$ cat config.mk
export PLATFORM = sky130hd
export DESIGN_NAME = lpht_hash_mod
export DESIGN_NICKNAME = d
export VERILOG_FILES = /design/src/rtl/lpht_pkg.sv /design/src/rtl/lpht_hash_mod.sv
export SDC_FILE = /design/constraint.sdc
export NUM_CORES = 1
export LEC_CHECK = 0
export BUFFER_PORTS_ARGS = -buffer_cell sky130_fd_sc_hd__buf_2
export CAP_MARGIN = 10
export CORE_UTILIZATION = 37
export CTS_CLUSTER_DIAMETER = 200
export CTS_CLUSTER_SIZE = 8
export DETAILED_ROUTE_END_ITERATION = 16
export PLACE_DENSITY = 0.7
export SKIP_CTS_REPAIR_TIMING = 1
export SYNTH_ARGS = -nofsm -noshare
export SYNTH_HDL_FRONTEND = slang
export SYNTH_SLANG_ARGS = --single-unit
$ cat constraint.sdc
create_clock -name clk_i -period 1.9 [get_ports clk_i]
set_input_delay 0.095 -clock clk_i [delete_from_list [all_inputs] [get_ports clk_i]]
set_output_delay 0.095 -clock clk_i [all_outputs]
set_load 0.01 [all_outputs]
$ cat src/rtl/lpht_pkg.sv
// ----------------------------------------------------------------------------
// lpht_pkg
// Shared types and codes of the linear-probing hash table core.
// ----------------------------------------------------------------------------
package lpht_pkg;

  localparam int unsigned KEY_W   = 32;
  localparam int unsigned HASH_W  = 32;
  localparam int unsigned VAL_W   = 64;
  localparam int unsigned LIMIT_W = 6;

  localparam logic [LIMIT_W-1:0] LOAD_LIMIT_RST = 6'd48;

  typedef enum logic [1:0] {
    REQ_GET = 2'd0,
    REQ_SET = 2'd1,
    REQ_DEL = 2'd2
  } req_type_e;

  typedef enum logic [1:0] {
    RSP_OK   = 2'd0,
    RSP_NEW  = 2'd1,
    RSP_MISS = 2'd2,
    RSP_FULL = 2'd3
  } rsp_status_e;

  typedef enum logic [1:0] {
    SLOT_EMPTY = 2'd0,
    SLOT_USED  = 2'd1,
    SLOT_TOMB  = 2'd2
  } slot_state_e;

  typedef struct packed {
    slot_state_e       state;
    logic [KEY_W-1:0]  key;
    logic [VAL_W-1:0]  value;
  } slot_t;

  typedef enum logic [4:0] {
    S_CLEAR = 5'b00001,
    S_IDLE  = 5'b00010,
    S_HASH  = 5'b00100,
    S_PROBE = 5'b01000,
    S_RESP  = 5'b10000
  } state_e;

endpackage

$ cat src/rtl/lpht_hash_mod.sv
// ----------------------------------------------------------------------------
// lpht_hash_mod
// Reduces a 32-bit hash modulo SLOTS, one byte of the hash per cycle.
// ----------------------------------------------------------------------------
module lpht_hash_mod #(
  parameter int unsigned SLOTS = 64
) (
  input  logic                        clk_i,
  input  logic                        rst_ni,
  input  logic                        start_i,
  input  logic [lpht_pkg::HASH_W-1:0] hash_i,
  output logic                        done_o,
  output logic [$clog2(SLOTS)-1:0]    idx_o
);

  localparam int unsigned IDX_W  = $clog2(SLOTS);
  localparam int unsigned DIGIT  = 8;
  localparam int unsigned STEPS  = lpht_pkg::HASH_W / DIGIT;
  localparam int unsigned STEP_W = $clog2(STEPS);
  localparam logic [IDX_W:0] SlotsW = (IDX_W + 1)'(SLOTS);

  logic                        busy_q;
  logic [STEP_W-1:0]           step_q;
  logic [lpht_pkg::HASH_W-1:0] sh_q;
  logic [IDX_W-1:0]            rem_q, rem_d;

  // restoring reduction: remainder stays below SLOTS, so one subtract per bit
  always_comb begin
    logic [IDX_W:0] r;
    r = {1'b0, rem_q};
    for (int i = 0; i < DIGIT; i++) begin
      r = {r[IDX_W-1:0], sh_q[lpht_pkg::HASH_W-1-i]};
      if (r >= SlotsW) begin
        r = r - SlotsW;
      end
    end
    rem_d = r[IDX_W-1:0];
  end

  assign done_o = busy_q && (step_q == STEP_W'(STEPS - 1));
  assign idx_o  = rem_d;

  always_ff @(posedge clk_i or negedge rst_ni) begin
    if (!rst_ni) begin
      busy_q <= 1'b0;
      step_q <= '0;
    end else if (start_i) begin
      busy_q <= 1'b1;
      step_q <= '0;
    end else if (busy_q) begin
      busy_q <= !done_o;
      step_q <= step_q + 1'b1;
    end
  end

  always_ff @(posedge clk_i) begin
    if (start_i) begin
      sh_q  <= hash_i;
      rem_q <= '0;
    end else if (busy_q) begin
      sh_q  <= sh_q << DIGIT;
      rem_q <= rem_d;
    end
  end

endmodule
Word-level counts from Yosys, hierarchy flattened
Index checks and enable logic that the tools add are counted.
- register bits after elaboration: 41
- latch bits: 0
- bits in writable memories: 0
- bits in read-only memories: 0
- input port bits: 35
- output and inout port bits: 7
- word-level logic and storage cells: 39
- memories kept: 0
- $add $sub $neg: 9
- $mul: 0
- divide/modulo/power cells: 0
- magnitude comparators: 8
- eq/ne operators: 1
- shift-type cells: 0
- multiplexer cells: 14
- bitwise gates (word level): 0
- reduce and logical (&&, ||, !) cells: 3
- operator list (kind ; count):
    $mux 32 ; 2
    $ge 7x7->1 const B ; 8
    $mux 6 ; 8
    $sub 6x1->6 const B ; 8
    $mux 2 ; 2
    $add 2x1->2 const B ; 1
    $eq 2x2->1 const B ; 1
    $mux 1 ; 2
    $reduce_bool 2->1 ; 1
    $logic_and 1x1->1 ; 1
    $logic_not 1->1 ; 1

Longest topological paths before layout
- depth in word-level cells: 16
- gate-level depth with buffers: 3
- mapped depth without buffers: 3

Least setup slack after synthesis
No wires, ideal clock.
- path type: register to register
- start: register busy_q
- end: register sh_q[0] (netlist name), enable pin
- setup time: 382 ps
- arrival time: 997 ps
- data required time: 1518 ps
- setup slack: 522 ps
- stages on the path, launching flop included: 2
- buffers on the path: 0
- period minus slack after synthesis: 1378 ps
- path through: dfrtp_1 -> or2_1
- longest elaborated chain between the ends: 1
- RTL lines (element ; line ; source):
    from (decl) ; lpht_hash_mod.sv:22 ; logic busy_q;
    from (signal assigned) ; lpht_hash_mod.sv:51 ; busy_q <= !done_o;
    $reduce_bool 2->1 (no source line) ; -- ;
    to (signal assigned) ; lpht_hash_mod.sv:58 ; sh_q <= hash_i;
    to (signal assigned) ; lpht_hash_mod.sv:61 ; sh_q <= sh_q << DIGIT;
    to (decl) ; lpht_hash_mod.sv:24 ; logic [lpht_pkg::HASH_W-1:0] sh_q;
No other way between the ends.
A chain may end at the register's enable or synchronous reset.

Worst setup path in the final report
- start: register step_q[0]
- end: output done_o
- longest elaborated chain between the ends: 2
- RTL lines (element ; line ; source):
    from (decl) ; lpht_hash_mod.sv:23 ; logic [STEP_W-1:0] step_q;
    from (signal assigned) ; lpht_hash_mod.sv:52 ; step_q <= step_q + 1'b1;
    $eq 2x2->1 ; lpht_hash_mod.sv:40 ; assign done_o = busy_q && (step_q == STEP_W'(STEPS - 1));
    $logic_and 1x1->1 ; lpht_hash_mod.sv:40 ;
    to (decl) ; lpht_hash_mod.sv:12 ; output logic done_o,
No other way between the ends.

==> impl_results.md <==
- Status: finished clean
- Main combinational cell family by area after synthesis: multiplexers
- Critical Path RT: 1.80 ns
- Max-cap violation count: 0
- Yosys reg bits: 27
- Mux contribution to synthesized area: 20.6%
- Hold path start: hash_i[3]
- Synthesized instance count: 69
- Worst vdd ir: 0.000616 V
- Die Wd: 59.4 µm
- Peak Freq: 760 MHz
- Max Clock Skew: 0.00719 ns
- Post-Syn Area: 1220 µm²
- Compound-Gate Fraction of Synth Area: 0.617%
- Area grow syn2layout: 17.4%
- Total power: 1.17 mW
- Most frequent cells in the layout: 33 x buf_2, 24 x edfxtp_1, 10 x mux2_4
- Commonest non-fill, non-tap cell in the layout: buf_2
- Crit path DAT: 1.22 ns
- Via density: 4.28
- Min cycle time layout: 1.32 ns
- Post-Synth Simple-Gate Area: 4.73%
- Core ar.: 3080 µm²
- Post-route ant nets: 0
- Clock tree from TritonCTS: built
- Share of cells above drive strength 1: between 50% and 60%
- RSZ-0062 raised after global routing: false
- Initial Utilization: 39.6%
- H-tree depth: 1
- Crit. End Element: output port
- Synth Area in Adders: 1.03%
- Worst skew pair latency: 0.32 ns
- Fin crit share: 69.2%
- Final setup fails: 0
- Clk sinks: 27
- Worst-path maximum fanout: 2
- Final Hold Fails: 0
- Port bufs: 33
- Post-route cell area: approximately 1400 µm²
- Final TNS setup: 0 ns
- Worst hold-check path type: in -> reg
- Number of global-route vias before repair: 629
- DR pass1 iterations: 3
- CTS clock-pin slew for the worst setup and hold paths: 0.13 ns
- Via count: 620
- Post-DP HPWL: 1080 µm
- Post-synthesis xor/xnor area fraction: less than 1%
- Distinct cells, synth: 16
- Cell taking the most area after synthesis: edfxtp_1
- GP Congestion: between 0.6 and 0.7
- Dpl cell area: 1390 µm²
- Worst Tran Pin Value: around 0.3 ns
- Largest net degree at the start of global routing: 19
- Total grt overflow: 0
- Pwr dens: 819 nW/µm²
- Global-route wire length before repair: 2480 µm
- Mean Syn Cell Area: 17.6 µm²
- Clock root buffer: clkbuf_4
- N_diodes: 0
- Fill cells: 290
- DIE HEIGHT: about 59 µm
- Initial antenna violation count: 0
- Post-Syn Nets: between 100 and 150
- NumNets Final: 138
- Die ar.: 3520 µm²
- GR Util All Layers: approximately 9.6%
- Clk buf depth: 2
- WL final: ~1500 µm
- Warnings, synthesis: 0
- CTS buffer count: 3
- Max-slew violation count: 0
- Top cells by area, synth: edfxtp_1 59%, mux2_4 12%, mux2_2 7.4%
- WL per Instance: 10.4 µm
- Crit path launch type: flop
- Rel. slew slack: 80.2%
- # DRC: 0
- Top-area cell type share of the netlist area: between 50% and 60%
- CP startpoint: step_q[0]$_DFFE_PN0P_
- Starting DRT DRC Count: 18
- Seq/Total Area, Yosys: 65.4%
- CP Class: reg -> out
- Static Leak: ~0.63 nW
- R2r startpoint: busy_q$_DFF_PN0_
- # IOs: between 40 and 50
- # rows: 20
path summary, 6_finish.rpt:
check,slack (ns),endpoint,cells after the start
worst min-delay path,0.05,sh_q[3]$_SDFFCE_PN0P_,2
worst max-delay path,0.58,done_o,3
min in group asynchronous,0.09,step_q[0]$_DFFE_PN0P_,2
worst min register to register,0.55,sh_q[17]$_DFFE_PP_,1
max in group asynchronous,1.70,busy_q$_DFF_PN0_,2
worst max register to register,0.75,sh_q[0]$_SDFFCE_PN0P_,2
cell type report:
| type | count | area, µm² | area share (%) |
|---|---|---|---|
| multi-input cells | 32 | 337 | 23.6 |
| clock buffers | 3 | 22.5 | 1.58 |
| inverters | 1 | 3.75 | 0.263 |
| repair buffers | 37 | 210 | 14.7 |
| well taps | 44 | 55.1 | 3.85 |
| flip-flops and latches | 27 | 796 | 55.7 |
| clock inverters | 1 | 5.00 | 0.350 |
metrics by stage:
step                util [%]  setup slack [ns]  cells  hold slack (ns)
finish                  46.4             0.585    145           0.0536
floorplan                  -             0.522     69           -0.201
global placement        45.2             0.743    140           -0.111
CTS                     46.1             0.572    144           -0.455
detailed placement      45.2             0.719    140           -0.106
global route            46.4             0.521    145           0.0330
cells in the mapped netlist (all sizes together):
| master | n |
|---|---|
| mux2i | 1 |
| inv | 1 |
| ha | 1 |
| edfxtp | 24 |
| dfrtp | 3 |
| xnor2 | 1 |
| or2 | 1 |
| and2 | 7 |
| mux2 | 18 |
| a21o | 1 |
| nor2 | 2 |
| buf | 9 |
routing by layer:
| metal | vias up | part of all wire, % | GRT usage [%] |
|---|---|---|---|
| met5 | - | 0 | 0 |
| met4 | 0 | 0 | 0 |
| met3 | 0 | 9.0 | 4.80 |
| met2 | 30 | 48 | 18.1 |
| met1 | 283 | 43 | 10.1 |
| li1 | 307 | - | - |
worst max-delay path, cell delays in order (launching register included):
cell and delay, ns:
dfrtp_1 0.42, ha_1 0.22, and2_1 0.14, buf_2 0.13
registers in the layout, summed over array words and instances, names as in the netlist:
signal	count
sh_q	24
step_q	2
busy_q	1
report_power, final:
| part | total (mW) | internal, mW | switching (mW) |
|---|---|---|---|
| clock | 0.236 | 0.0787 | 0.158 |
| combinational | 0.176 | 0.108 | 0.0689 |
| sequential | 0.758 | 0.735 | 0.0233 |
cell families (layout without fill, tap and decap cells):
logic type	count (synthesis)	after routing
and+or+nand+nor	10	10
AOI/OAI and AO/OA	1	1
adders and majority gates	1	1
buffers and inverters	10	42
xor gates and xnor gates	1	1
muxes	19	19
DFF	27	27
Note: power is estimated with default switching activity, not from simulation.
